===== src/sv/nfa_pkg.sv =====
// Shared constants, types and lookup tables for the neuron forward activation block.
// Depends on nothing; imported by nfa_mac, nfa_act and neuron_forward_activation.

package nfa_pkg;

   // Fixed-point format
   localparam int FRAC_BITS = 12;
   localparam int ACC_W     = 40;
   localparam int X_W       = ACC_W - FRAC_BITS;   // floored sum width
   localparam int R_W       = X_W + 1;             // activation result before clamp
   localparam int PROD_W    = X_W + 16;            // activation-stage multiplier output
   localparam int Q16_SHIFT = 16 - FRAC_BITS;
   localparam int M16_W     = 20;                  // capped magnitude in Q16 (8.0 max)
   localparam int MODE_W    = 3;

   // Activation mode codes
   localparam logic [MODE_W-1:0] MODE_SIGMOID = 3'd0;
   localparam logic [MODE_W-1:0] MODE_TANH    = 3'd1;
   localparam logic [MODE_W-1:0] MODE_RELU    = 3'd2;
   localparam logic [MODE_W-1:0] MODE_LEAKY   = 3'd3;
   localparam logic [MODE_W-1:0] MODE_ELU     = 3'd4;

   // Accumulator and output limits
   localparam logic signed [ACC_W-1:0] ACC_MAX = {1'b0, {(ACC_W-1){1'b1}}};
   localparam logic signed [ACC_W-1:0] ACC_MIN = {1'b1, {(ACC_W-1){1'b0}}};
   localparam logic signed [R_W-1:0]   OUT_MAX = R_W'(32767);
   localparam logic signed [R_W-1:0]   OUT_MIN = R_W'(-32768);

   // Table magnitude cap (8.0, with FRAC_BITS fraction bits) and leaky slope in Q16
   localparam logic [X_W+1:0]    MAG_CAP  = (X_W+2)'(8) << FRAC_BITS;
   localparam logic signed [15:0] LEAK_Q16 = 16'sd655;

   // Accumulator stage result handed to the activation pipeline
   typedef struct packed {
      logic                  valid;
      logic                  clip;
      logic signed [X_W-1:0] x;
   } acc_out_type;

   // Sigmoid at steps of 0.5, Q16
   function automatic logic [16:0] sig_entry(input logic [4:0] idx);
      logic [16:0] v;
      case (idx)
         5'd0:    v = 17'd32768;
         5'd1:    v = 17'd40793;
         5'd2:    v = 17'd47910;
         5'd3:    v = 17'd53581;
         5'd4:    v = 17'd57724;
         5'd5:    v = 17'd60565;
         5'd6:    v = 17'd62428;
         5'd7:    v = 17'd63615;
         5'd8:    v = 17'd64357;
         5'd9:    v = 17'd64816;
         5'd10:   v = 17'd65097;
         5'd11:   v = 17'd65269;
         5'd12:   v = 17'd65374;
         5'd13:   v = 17'd65438;
         5'd14:   v = 17'd65476;
         5'd15:   v = 17'd65500;
         default: v = 17'd65514;
      endcase
      return v;
   endfunction

   // exp(-t) at steps of 0.5, Q16
   function automatic logic [16:0] exp_entry(input logic [4:0] idx);
      logic [16:0] v;
      case (idx)
         5'd0:    v = 17'd65536;
         5'd1:    v = 17'd39749;
         5'd2:    v = 17'd24110;
         5'd3:    v = 17'd14623;
         5'd4:    v = 17'd8869;
         5'd5:    v = 17'd5380;
         5'd6:    v = 17'd3263;
         5'd7:    v = 17'd1979;
         5'd8:    v = 17'd1200;
         5'd9:    v = 17'd728;
         5'd10:   v = 17'd442;
         5'd11:   v = 17'd268;
         5'd12:   v = 17'd162;
         5'd13:   v = 17'd99;
         5'd14:   v = 17'd60;
         5'd15:   v = 17'd36;
         default: v = 17'd22;
      endcase
      return v;
   endfunction

endpackage


===== src/sv/nfa_mac.sv =====
// Multiply-accumulate front end: input register, product register, saturating accumulator.
// Depends on nfa_pkg; feeds nfa_act with the floored sum of each finished fan-in.

module nfa_mac (
   input  logic                 clock,
   input  logic                 reset,
   input  logic                 advance,
   input  logic                 req_valid,
   input  logic signed [15:0]   req_act_in,
   input  logic signed [15:0]   req_weight,
   input  logic                 req_last,
   output nfa_pkg::acc_out_type acc_out
);
   import nfa_pkg::*;

   logic                     v1_ff;
   logic signed [15:0]       act1_ff;
   logic signed [15:0]       wgt1_ff;
   logic                     last1_ff;
   logic                     v2_ff;
   logic                     last2_ff;
   logic signed [31:0]       prod2_in;
   logic signed [31:0]       prod2_ff;
   logic signed [ACC_W:0]    sum_wide;
   logic                     over;
   logic signed [ACC_W-1:0]  clamped;
   logic signed [ACC_W-1:0]  acc_in;
   logic signed [ACC_W-1:0]  acc_ff;
   logic                     clip_in;
   logic                     clip_ff;
   acc_out_type              acc_out_in;
   logic                     acc_valid_ff;
   logic                     acc_clip_ff;
   logic signed [X_W-1:0]    acc_x_ff;

   // Stage 1: input item register
   always_ff @(posedge clock) begin
      if (reset) begin
         v1_ff <= 1'b0;
      end else if (advance) begin
         v1_ff <= req_valid;
      end
   end

   always_ff @(posedge clock) begin
      if (advance) begin
         act1_ff  <= req_act_in;
         wgt1_ff  <= req_weight;
         last1_ff <= req_last;
      end
   end

   // Stage 2: registered product
   assign prod2_in = act1_ff * wgt1_ff;

   always_ff @(posedge clock) begin
      if (reset) begin
         v2_ff <= 1'b0;
      end else if (advance) begin
         v2_ff <= v1_ff;
      end
   end

   always_ff @(posedge clock) begin
      if (advance) begin
         prod2_ff <= prod2_in;
         last2_ff <= last1_ff;
      end
   end

   // Stage 3: saturating accumulate; last item clears the sum and hands it on
   always_comb begin
      sum_wide = (ACC_W+1)'(acc_ff) + (ACC_W+1)'(prod2_ff);
      over     = sum_wide[ACC_W] != sum_wide[ACC_W-1];
      if (over) begin
         clamped = sum_wide[ACC_W] ? ACC_MIN : ACC_MAX;
      end else begin
         clamped = sum_wide[ACC_W-1:0];
      end

      acc_in  = acc_ff;
      clip_in = clip_ff;
      if (v2_ff && last2_ff) begin
         acc_in  = '0;
         clip_in = 1'b0;
      end else if (v2_ff) begin
         acc_in  = clamped;
         clip_in = clip_ff | over;
      end

      acc_out_in.valid = v2_ff & last2_ff;
      acc_out_in.clip  = clip_ff | over;
      acc_out_in.x     = clamped[ACC_W-1:FRAC_BITS];   // floor to FRAC_BITS fraction bits
   end

   always_ff @(posedge clock) begin
      if (reset) begin
         acc_ff       <= '0;
         clip_ff      <= 1'b0;
         acc_valid_ff <= 1'b0;
      end else if (advance) begin
         acc_ff       <= acc_in;
         clip_ff      <= clip_in;
         acc_valid_ff <= acc_out_in.valid;
      end
   end

   always_ff @(posedge clock) begin
      if (advance) begin
         acc_clip_ff <= acc_out_in.clip;
         acc_x_ff    <= acc_out_in.x;
      end
   end

   assign acc_out = {acc_valid_ff, acc_clip_ff, acc_x_ff};

`ifndef SYNTHESIS
   a_accept_loads: assert property (@(posedge clock) disable iff (reset)
      req_valid && advance |=> v1_ff)
      else $error("accepted item did not reach the input register");

   a_last_clears: assert property (@(posedge clock) disable iff (reset)
      advance && v2_ff && last2_ff |=> acc_ff == '0 && !clip_ff)
      else $error("accumulator not cleared after last item");

   a_no_emit_mid: assert property (@(posedge clock) disable iff (reset)
      advance && v2_ff && !last2_ff |=> !acc_valid_ff)
      else $error("sum handed on for an item without last");
`endif

endmodule


===== src/sv/nfa_act.sv =====
// Activation pipeline: table index/operand select, shared multiplier, combine and clamp.
// Depends on nfa_pkg; takes the floored sum from nfa_mac and owns the result register.

module nfa_act (
   input  logic                         clock,
   input  logic                         reset,
   input  logic                         advance,
   input  logic [nfa_pkg::MODE_W-1:0]   mode,
   input  nfa_pkg::acc_out_type         acc_res,
   output logic                         rsp_valid,
   output logic signed [15:0]           rsp_neuron_out,
   output logic                         rsp_saturated
);
   import nfa_pkg::*;

   // stage 4 comb
   logic                     neg;
   logic signed [X_W:0]      x_ext;
   logic [X_W:0]             mag;
   logic [X_W+1:0]           mag_sel;
   logic [X_W+1:0]           mag_cap;
   logic [M16_W-1:0]         m16;
   logic [4:0]               idx;
   logic [14:0]              frac;
   logic [16:0]              lo;
   logic [16:0]              hi;
   logic signed [17:0]       diff;
   logic signed [X_W-1:0]    mul_a_in;
   logic signed [15:0]       mul_b_in;
   // stage 4 registers
   logic                     v4_ff;
   logic [MODE_W-1:0]        mode4_ff;
   logic                     neg4_ff;
   logic                     sat4_ff;
   logic signed [X_W-1:0]    x4_ff;
   logic [16:0]              base4_ff;
   logic signed [X_W-1:0]    mul_a4_ff;
   logic signed [15:0]       mul_b4_ff;
   // stage 5 registers
   logic                     v5_ff;
   logic [MODE_W-1:0]        mode5_ff;
   logic                     neg5_ff;
   logic                     sat5_ff;
   logic signed [X_W-1:0]    x5_ff;
   logic [16:0]              base5_ff;
   logic signed [PROD_W-1:0] prod5_in;
   logic signed [PROD_W-1:0] prod5_ff;
   // stage 6 comb and result register
   logic signed [17:0]       y_q16;
   logic signed [18:0]       y2;
   logic signed [18:0]       t_q16;
   logic signed [17:0]       s_q16;
   logic signed [R_W-1:0]    r;
   logic signed [15:0]       out_in;
   logic                     sat_in;
   logic                     rsp_valid_ff;
   logic signed [15:0]       rsp_neuron_out_ff;
   logic                     rsp_saturated_ff;

   // Stage 4: magnitude, table index and interpolation operands
   always_comb begin
      neg   = acc_res.x[X_W-1];
      x_ext = (X_W+1)'(acc_res.x);
      mag   = neg ? unsigned'(-x_ext) : unsigned'(x_ext);
      // tanh reads the sigmoid table at twice the magnitude
      mag_sel = (mode == MODE_TANH) ? {mag, 1'b0} : {1'b0, mag};
      mag_cap = (mag_sel > MAG_CAP) ? MAG_CAP : mag_sel;
      m16     = M16_W'(mag_cap) << Q16_SHIFT;
      idx     = m16[M16_W-1:15];
      frac    = m16[14:0];

      if (mode == MODE_ELU) begin
         lo = exp_entry(idx);
         hi = (idx >= 5'd16) ? lo : exp_entry(idx + 5'd1);
      end else begin
         lo = sig_entry(idx);
         hi = (idx >= 5'd16) ? lo : sig_entry(idx + 5'd1);
      end
      diff = signed'({1'b0, hi}) - signed'({1'b0, lo});

      // one multiplier: leaky slope product, or table step times fraction
      if (mode == MODE_LEAKY) begin
         mul_a_in = acc_res.x;
         mul_b_in = LEAK_Q16;
      end else begin
         mul_a_in = X_W'(diff);
         mul_b_in = signed'({1'b0, frac});
      end
   end

   always_ff @(posedge clock) begin
      if (reset) begin
         v4_ff <= 1'b0;
      end else if (advance) begin
         v4_ff <= acc_res.valid;
      end
   end

   always_ff @(posedge clock) begin
      if (advance) begin
         mode4_ff  <= mode;
         neg4_ff   <= neg;
         sat4_ff   <= acc_res.clip;
         x4_ff     <= acc_res.x;
         base4_ff  <= lo;
         mul_a4_ff <= mul_a_in;
         mul_b4_ff <= mul_b_in;
      end
   end

   // Stage 5: registered multiply
   assign prod5_in = mul_a4_ff * mul_b4_ff;

   always_ff @(posedge clock) begin
      if (reset) begin
         v5_ff <= 1'b0;
      end else if (advance) begin
         v5_ff <= v4_ff;
      end
   end

   always_ff @(posedge clock) begin
      if (advance) begin
         mode5_ff <= mode4_ff;
         neg5_ff  <= neg4_ff;
         sat5_ff  <= sat4_ff;
         x5_ff    <= x4_ff;
         base5_ff <= base4_ff;
         prod5_ff <= prod5_in;
      end
   end

   // Stage 6: finish the activation, convert Q16 back, clamp to 16 bits
   always_comb begin
      y_q16 = signed'({1'b0, base5_ff}) + 18'(prod5_ff >>> 15);
      y2    = 19'(2 * y_q16) - 19'sd65536;
      t_q16 = neg5_ff ? -y2 : y2;
      s_q16 = neg5_ff ? (18'sd65536 - y_q16) : y_q16;

      case (mode5_ff)
         MODE_TANH: begin
            r = R_W'(t_q16 >>> Q16_SHIFT);
         end
         MODE_RELU: begin
            r = neg5_ff ? '0 : R_W'(x5_ff);
         end
         MODE_LEAKY: begin
            r = neg5_ff ? R_W'(prod5_ff >>> 16) : R_W'(x5_ff);
         end
         MODE_ELU: begin
            r = neg5_ff ? R_W'((y_q16 - 18'sd65536) >>> Q16_SHIFT) : R_W'(x5_ff);
         end
         default: begin
            // sigmoid, also for the unused codes
            r = R_W'(s_q16 >>> Q16_SHIFT);
         end
      endcase

      sat_in = sat5_ff;
      if (r > OUT_MAX) begin
         out_in = 16'sh7FFF;
         sat_in = 1'b1;
      end else if (r < OUT_MIN) begin
         out_in = 16'sh8000;
         sat_in = 1'b1;
      end else begin
         out_in = r[15:0];
      end
   end

   always_ff @(posedge clock) begin
      if (reset) begin
         rsp_valid_ff <= 1'b0;
      end else if (advance) begin
         rsp_valid_ff <= v5_ff;
      end
   end

   always_ff @(posedge clock) begin
      if (advance) begin
         rsp_neuron_out_ff <= out_in;
         rsp_saturated_ff  <= sat_in;
      end
   end

   assign rsp_valid      = rsp_valid_ff;
   assign rsp_neuron_out = rsp_neuron_out_ff;
   assign rsp_saturated  = rsp_saturated_ff;

`ifndef SYNTHESIS
   a_s4_to_s5: assert property (@(posedge clock) disable iff (reset)
      advance && v4_ff |=> v5_ff)
      else $error("item lost between operand and multiply stages");

   a_s5_to_out: assert property (@(posedge clock) disable iff (reset)
      advance && v5_ff |=> rsp_valid_ff)
      else $error("item lost between multiply stage and result register");

   a_out_source: assert property (@(posedge clock) disable iff (reset)
      $rose(rsp_valid_ff) |-> $past(v5_ff))
      else $error("result appeared without an item in the multiply stage");
`endif

endmodule


===== src/sv/neuron_forward_activation.sv =====
// Top level of the neuron forward activation block: mode register, pipeline stall control.
// Depends on nfa_pkg, nfa_mac and nfa_act.
//
//   channel  direction  handshake                  payload
//   req      in         req_valid / req_ready      req_act_in, req_weight, req_last
//   rsp      out        rsp_valid / rsp_ready      rsp_neuron_out, rsp_saturated
//   csr      in         csr_write_enable           csr_write_data (activation mode)
//
// One item per cycle while no result waits with rsp_ready low; the six-stage pipeline (input,
// product, accumulate, table operands, multiply, result) carries the item marked last through
// those stages in that order into the result register.
// Reset clears the accumulator, clip flag, all stage valids and sets the mode to sigmoid.
// A result held in the output register with rsp_ready low stalls every stage together,
// and req_ready stays low until that result is taken.

module neuron_forward_activation (
   input  logic                         clock,
   input  logic                         reset,
   input  logic                         req_valid,
   output logic                         req_ready,
   input  logic signed [15:0]           req_act_in,
   input  logic signed [15:0]           req_weight,
   input  logic                         req_last,
   output logic                         rsp_valid,
   input  logic                         rsp_ready,
   output logic signed [15:0]           rsp_neuron_out,
   output logic                         rsp_saturated,
   input  logic                         csr_write_enable,
   input  logic [nfa_pkg::MODE_W-1:0]   csr_write_data
);
   import nfa_pkg::*;

   logic              advance;
   logic [MODE_W-1:0] mode_ff;
   acc_out_type       acc_res;

   // Activation mode register
   always_ff @(posedge clock) begin
      if (reset) begin
         mode_ff <= MODE_SIGMOID;
      end else if (csr_write_enable) begin
         mode_ff <= csr_write_data;
      end
   end

   // All stages move unless a finished result is waiting
   assign advance   = !rsp_valid || rsp_ready;
   assign req_ready = advance;

   nfa_mac u_mac (
      .clock      (clock),
      .reset      (reset),
      .advance    (advance),
      .req_valid  (req_valid),
      .req_act_in (req_act_in),
      .req_weight (req_weight),
      .req_last   (req_last),
      .acc_out    (acc_res)
   );

   nfa_act u_act (
      .clock          (clock),
      .reset          (reset),
      .advance        (advance),
      .mode           (mode_ff),
      .acc_res        (acc_res),
      .rsp_valid      (rsp_valid),
      .rsp_neuron_out (rsp_neuron_out),
      .rsp_saturated  (rsp_saturated)
   );

endmodule


===== config.mk =====
export PLATFORM = sky130hd
export DESIGN_NAME = neuron_forward_activation
export DESIGN_NICKNAME = d
export VERILOG_FILES = /design/src/sv/nfa_pkg.sv /design/src/sv/nfa_mac.sv /design/src/sv/nfa_act.sv /design/src/sv/neuron_forward_activation.sv
export SDC_FILE = /design/constraint.sdc
export NUM_CORES = 2
export LEC_CHECK = 0
export ABC_AREA = 1
export BUFFER_PORTS_ARGS = -buffer_cell sky130_fd_sc_hd__buf_2
export CORE_ASPECT_RATIO = 0.75
export CORE_UTILIZATION = 40
export DETAILED_ROUTE_END_ITERATION = 8
export SYNTH_ARGS = -nofsm -noshare
export SYNTH_HDL_FRONTEND = slang
export SYNTH_SLANG_ARGS = --single-unit
export TNS_END_PERCENT = 5

===== constraint.sdc =====
create_clock -name clock -period 13.4 [get_ports clock]
set_input_delay 2.68 -clock clock [delete_from_list [all_inputs] [get_ports clock]]
set_output_delay 2.68 -clock clock [all_outputs]
set_load 0.1 [all_outputs]

== After elaboration in Yosys (flattened, before gate mapping) ==
Memories as Yosys holds them, arrays and structs flattened.
Cells that the tools add are included.

* Memories kept: 4
* Memory bits (read-only): 1024
* Bits of input ports: 41
* Output and inout port bits: 19
* Bits in registers: 349
* Logic and storage cells: 95

{| class="wikitable"
|+ Memories
! memory !! words !! bits a word !! rd ports !! clocked after memory_dff !! write ports !! RTL line !! RTL
|-
| (no name shown) || 16 || 17 || 1 || 0 || 0 || nfa_pkg.sv:68 || <nowiki>case (idx)</nowiki>
|-
| (no name shown) || 16 || 17 || 1 || 0 || 0 || nfa_pkg.sv:68 ||
|-
| (no name shown) || 16 || 15 || 1 || 0 || 0 || nfa_pkg.sv:43 || <nowiki>case (idx)</nowiki>
|-
| (no name shown) || 16 || 15 || 1 || 0 || 0 || nfa_pkg.sv:43 ||
|}

* Add/sub/neg operators: 9
* Bitwise gates (word level): 2
* Reduce and logical (&&, ||, !) cells: 7
* $mul: 2
* Order comparisons: 4
* Muxes and demuxes: 26
* Equal/unequal tests: 8

{| class="wikitable"
|+ Operator list
! cell !! count
|-
| $mux 40 || 4
|-
| $mux 17 || 8
|-
| $mux 29 || 4
|-
| $pmux 29 s4 || 1
|-
| $mul 28x16->44 || 1
|-
| $add 40x32->41 || 1
|-
| $mul 16x16->32 || 1
|-
| $mux 16 || 2
|-
| $gt 30x16->1 const B || 1
|-
| $mux 30 || 1
|-
| $gt 29x16->1 const B || 1
|-
| $lt 29x16->1 const B || 1
|-
| $neg 28->29 || 1
|-
| $mux 28 || 1
|-
| $mux 19 || 1
|-
| $neg 19->19 || 1
|-
| $sub 18x18->19 const B || 1
|-
| $sub 19x18->19 const B || 1
|-
| $add 18x18->18 || 1
|-
| $mux 18 || 1
|-
| $sub 17x17->18 || 1
|-
| $sub 18x18->18 const A || 1
|-
| $eq 3x2->1 const B || 3
|-
| $eq 3x1->1 const B || 2
|-
| 14 further kinds || 17
|}

== Logic depth before layout (Yosys ltp) ==
An unclocked memory read counts as a cell.

* Word-level depth: 12
* Depth in mapped cells: 43

== Hierarchy ==
Synthesis repeated with hierarchy kept, for this count alone.

* Cells, all modules: 5445
* Area, all modules: 44508.9 um^2

{| class="wikitable"
|+ Modules (own cells, without submodules)
! module !! cells an instance !! times used !! area each (um^2) !! seq. area each (um^2)
|-
| nfa_act || 3225 || 1 || 26332.8 || 5585.4
|-
| nfa_mac || 2199 || 1 || 18048.6 || 3733.6
|-
| neuron_forward_activation || 21 || 1 || 127.6 || 60.1
|}

== Worst setup path after synthesis ==
Ideal clock, no wire load.

* Path kind: input to register
* Start: input rsp_ready
* End: register u_mac.acc_ff[10]
* Slack: 1844 ps
* Data arrival time: 11423 ps
* Stages on the path: 8
* Data required time: 13268 ps
* Library setup time: 132 ps
* Path through: nor2_1 > clkinv_1 > nand2_1 > nor2_1 > clkbuf_1 > buf_1 > nand3_1 > a21oi_1

* Word-level cells in the longest chain between the ends: 2

{| class="wikitable"
|+ RTL lines
! what !! RTL line !! RTL
|-
| from (decl) || neuron_forward_activation.sv:25 || <nowiki>input logic rsp_ready,</nowiki>
|-
| $logic_or 1x1->1 || neuron_forward_activation.sv:47 || <nowiki>assign advance = !rsp_valid || rsp_ready;</nowiki>
|-
| net req_ready || neuron_forward_activation.sv:20 || <nowiki>output logic req_ready,</nowiki>
|-
| $reduce_and 2->1 (no source line) || - ||
|-
| to (signal assigned) || nfa_mac.sv:102 || <nowiki>acc_ff <= acc_in;</nowiki>
|-
| to (decl) || nfa_mac.sv:28 || <nowiki>logic signed [ACC_W-1:0] acc_ff;</nowiki>
|}

The timed path passes the listed nets, and every way through them passes these cells.
A chain may end at the register's enable or synchronous reset.

== Worst setup path after layout ==
* Start: register u_mac.acc_x_ff[0]
* End: register u_act.mul_a4_ff[14] (data pin)

* Word-level cells in the longest chain between the ends: 12

{| class="wikitable"
|+ RTL lines
! what !! RTL line !! RTL
|-
| from (decl) || nfa_mac.sv:34 || <nowiki>logic signed [X_W-1:0] acc_x_ff;</nowiki>
|-
| from (signal assigned) || nfa_mac.sv:111 || <nowiki>acc_x_ff <= acc_out_in.x;</nowiki>
|-
| $neg 28->29 || nfa_act.sv:64 || <nowiki>mag = neg ? unsigned'(-x_ext) : unsigned'(x_ext);</nowiki>
|-
| $mux 29 * || nfa_act.sv:64 ||
|-
| $mux 30 * || nfa_act.sv:66 || <nowiki>mag_sel = (mode == MODE_TANH) ? {mag, 1'b0} : {1'b0, mag};</nowiki>
|-
| $gt 30x16->1 || nfa_act.sv:67 || <nowiki>mag_cap = (mag_sel > MAG_CAP) ? MAG_CAP : mag_sel;</nowiki>
|-
| $mux 16 * || nfa_act.sv:67 ||
|-
| $add 5x1->5 || nfa_act.sv:74, nfa_act.sv:77 ||
|-
| $mem_v2 16x15 / $mem_v2 16x17 (equally long branches) || - ||
|-
| $mux 17 (on tied branches) || nfa_pkg.sv:43, nfa_pkg.sv:68 ||
|-
| $mux 17 (on tied branches) || nfa_act.sv:77, nfa_act.sv:74 ||
|-
| $mux 17 || nfa_act.sv:72 || <nowiki>if (mode == MODE_ELU) begin</nowiki>
|-
| $sub 17x17->18 * || nfa_act.sv:79 || <nowiki>diff = signed'({1'b0, hi}) - signed'({1'b0, lo});</nowiki>
|-
| $mux 28 * || nfa_act.sv:82 || <nowiki>if (mode == MODE_LEAKY) begin</nowiki>
|-
| net u_act.mul_a_in[14] || nfa_act.sv:28 || <nowiki>logic signed [X_W-1:0] mul_a_in;</nowiki>
|-
| to (signal assigned) || nfa_act.sv:106 || <nowiki>mul_a4_ff <= mul_a_in;</nowiki>
|-
| to (decl) || nfa_act.sv:37 || <nowiki>logic signed [X_W-1:0] mul_a4_ff;</nowiki>
|}

The timed path passes the listed nets; every way through them passes the cells marked *.

==> qor.txt <==
run status: finished, final reports clean
Max Cap Viol: 0
Hold Path Class: reg -> reg
WL per Instance: 17.2 µm
final hold vios: 0
DR vias: 32.4k
Top Ports: 60
core utilization of the finished layout: 0.433
IR Drop Worst-Case VDD: 0.333 mV
Vias per Instance: 4.96
Max Transition Viols Final: 0
post-route ant nets: 0
# fillers: 10.6k
Arr. time, crit path: 8.05 ns
H-Tree Depth: 2
initial antenna violation count: 1
CP Launch Type: register
Main synth FF type: edfxtp_1
syn avg cell area: 8.34 µm²
final-report setup violation count: 0
r2r setup slk: 5.69 ns
hpwl dp: 90500 µm
Pre-antenna DRT Iters: 7
yosys warns: 0
ANT cells: 0
vias in the first global route: 33.2k
Slew HR: 0.394
floorplan row count: 103
RD Place Congestion: 0.929
DRC viols: 0
endpoint class of the critical path: register
Leak: 22.9 nW
Area contributors post-synth: fa_1 30%, edfxtp_1 20%, inv_1 11%
Clock Skew: 0.0524 ns
worst-path fanout max: 18
Worst Path Required: 13.73 ns
initial DRC count: 2419
sequential area share after synthesis: 0.219
Total Wirelength: 112000 µm
synthesized area: 42800 µm²
root buffer cell: clkbuf_16
Critical R2R Capture: u_act.mul_a4_ff[14]$_DFFE_PP_
period utilisation layout: 0.576
area growth from synthesis to layout: 6.76%
ys async rst share: 0
buffer and inverter count on the worst path: 5
Hold EP: u_act.x5_ff[23]$_DFFE_PP_
layout cell share with drive strength beyond 1: 0.0498
Synth cell types: 65
chip height: 285 µm
worst slew pin tran: 0.909 ns
DIE AREA: 108000 µm²
Pwr Density: 226 nW/µm²
Fin Setup TNS: 0 ns
post-synth top area share: 0.304
core footprint: 106000 µm²
Total GRT Usage: 0.211
Pwr Total: 10.3 mW
PortBufs: 59
starting density of the core: 0.405
Synthesized Nets: 6103
Worst Hold Depth: 0
clk_lat worst skew: 0.62 ns
critical path class: reg -> reg
register area: 9380 µm²
maximum clock path buffer count: 3
largest net degree at the start of global routing: 146
die span in x: 380 µm
CP max-delay cell: ha_1
CTS clk-pin slew, worst paths: 0.06 ns
TritonCTS Buffers: 36
critical hold path startpoint: u_act.x4_ff[23]$_DFFE_PP_
# resized after CTS: 0
CTS tree: yes
CP peak stage delay: 0.69 ns
clk sink count: 329
FF-to-FF Start: u_mac.acc_x_ff[0]$_DFFE_PP_
first-pass GRT wire length: 182000 µm
RSZ-0062 raised after global routing: no
area occupied by multi-input gates: 28000 µm²
grt total ovfl: 0
# Post-CTS Setup Buffers: 0
Synth area leader: fa_1
Synth Instances: 5137
post-route minimum period: 7.71 ns
nets@finish: 6056
cell mode on critical path: nand2_1
EDFF count, synth: 279
worst r2r path cells: 37
synth cell count leaders: 1236 x inv_1, 1176 x nand2_1, 651 x fa_1
hold buffer count at CTS: 0
CP delay by family, top: simple AND/OR/NAND/NOR gates
count leader, synth: inv_1
FF+latch count, synth: 329
Fmax achieved: 130 MHz
==> how the worst max path moves through the flow <==
stage          slack [ns]                       endpoint                        start  depth (start not counted)
4_1_cts              5.25  u_act.mul_a4_ff[21]$_DFFE_PP_      mode_ff[0]$_SDFFE_PP0P_                         32
3_3_place_gp         5.46  u_act.mul_a4_ff[24]$_DFFE_PP_  u_mac.acc_x_ff[0]$_DFFE_PP_                         32
3_5_place_dp         5.31  u_act.mul_a4_ff[21]$_DFFE_PP_      mode_ff[0]$_SDFFE_PP0P_                         34
5_1_grt              5.09  u_act.mul_a4_ff[14]$_DFFE_PP_      mode_ff[0]$_SDFFE_PP0P_                         37
2_1_floorplan        1.84  u_mac.acc_ff[10]$_SDFFE_PP0P_                    rsp_ready                          8
6_report             5.69  u_act.mul_a4_ff[14]$_DFFE_PP_  u_mac.acc_x_ff[0]$_DFFE_PP_                         37
==> worst register-to-register path: cells and delay by family (launching register included) <==
| family | cells | cell delay, ns |
|---|---|---|
| simple gates | 16 | 2.56 |
| fa+ha+maj | 5 | 1.86 |
| compound gates | 9 | 1.32 |
| buf+inv | 5 | 1.01 |
| flops | 1 | 0.45 |
| xor+xnor | 2 | 0.30 |
==> metrics by stage <==
step                worst slack [ns]  hold slack, ns  cell area, µm²  cells
floorplan                       1.84           0.400           42800   5137
global placement                5.46           0.403           44500   6468
detailed placement              5.31           0.405           44500   6468
CTS                             5.25           0.419           45700   6533
global route                    5.09           0.423           45700   6534
finish                          5.69           0.420           45700   6534
==> cells in the final DEF, fill, tap and decap left out, drive strengths merged, types with 5 or more instances in the layout <==
| master | count |
|---|---|
| nand4 | 33 |
| xor2 | 70 |
| fa | 651 |
| nand2 | 1192 |
| inv | 1253 |
| clkbuf | 40 |
| o211ai | 15 |
| nor2 | 224 |
| or2 | 31 |
| clkinv | 20 |
| nand3 | 220 |
| o31ai | 6 |
| o21bai | 11 |
| o21a | 7 |
| a31oi | 32 |
| dfxtp | 50 |
| xnor2 | 49 |
| edfxtp | 279 |
| bufinv | 5 |
| a21boi | 13 |
| a21oi | 259 |
| ha | 274 |
| o21ai | 202 |
| nor3 | 31 |
| a211oi | 9 |
| buf | 96 |
==> cell families after synthesis <==
kind of cell,Yosys count,synth area share
AO/OA/AOI/OAI,582,0.0758
XOR/XNOR,119,0.0243
adder cells (fa/ha/maj),925,0.384
buffers and inverters,1438,0.128
flip-flops,329,0.219
AND/OR/NAND/NOR,1744,0.169
==> cell type report <==
class / count / share of cell area
well taps: 1417 / 0.0388
inverters: 1256 / 0.104
multi-input cells: 3370 / 0.612
repair buffers: 97 / 0.0130
clock buffers: 39 / 0.0200
flip-flops and latches: 329 / 0.205
clock inverters: 26 / 0.00744
==> layer usage <==
metal,global-route usage,part of all wire
met1,0.305,0.47
met2,0.335,0.45
met3,0.0311,0.059
met4,0.0471,0.020
met5,0,0
==> state kept, by name (all words and copies together), names as in the netlist, 3 cells and up <==
signal                cells
u_mac.acc_ff             40
u_act.x5_ff              28
u_act.mul_a4_ff          28
u_act.x4_ff              28
u_act.mode4_ff            3
u_mac.prod2_ff           32
u_act.rsp_neuron_out     16
u_act.mul_b4_ff          12
u_act.base5_ff           17
u_act.prod5_ff           29
u_mac.acc_x_ff           28
u_act.base4_ff           17
u_mac.wgt1_ff            16
mode_ff                   3
u_mac.act1_ff            16
u_act.mode5_ff            3
==> report_power, final <==
group | internal (mW) | switching (mW)
logic | 2.60 | 4.45
registers | 1.82 | 0.413
clock network | 0.602 | 0.455
(Power assumes the default switching activity.)
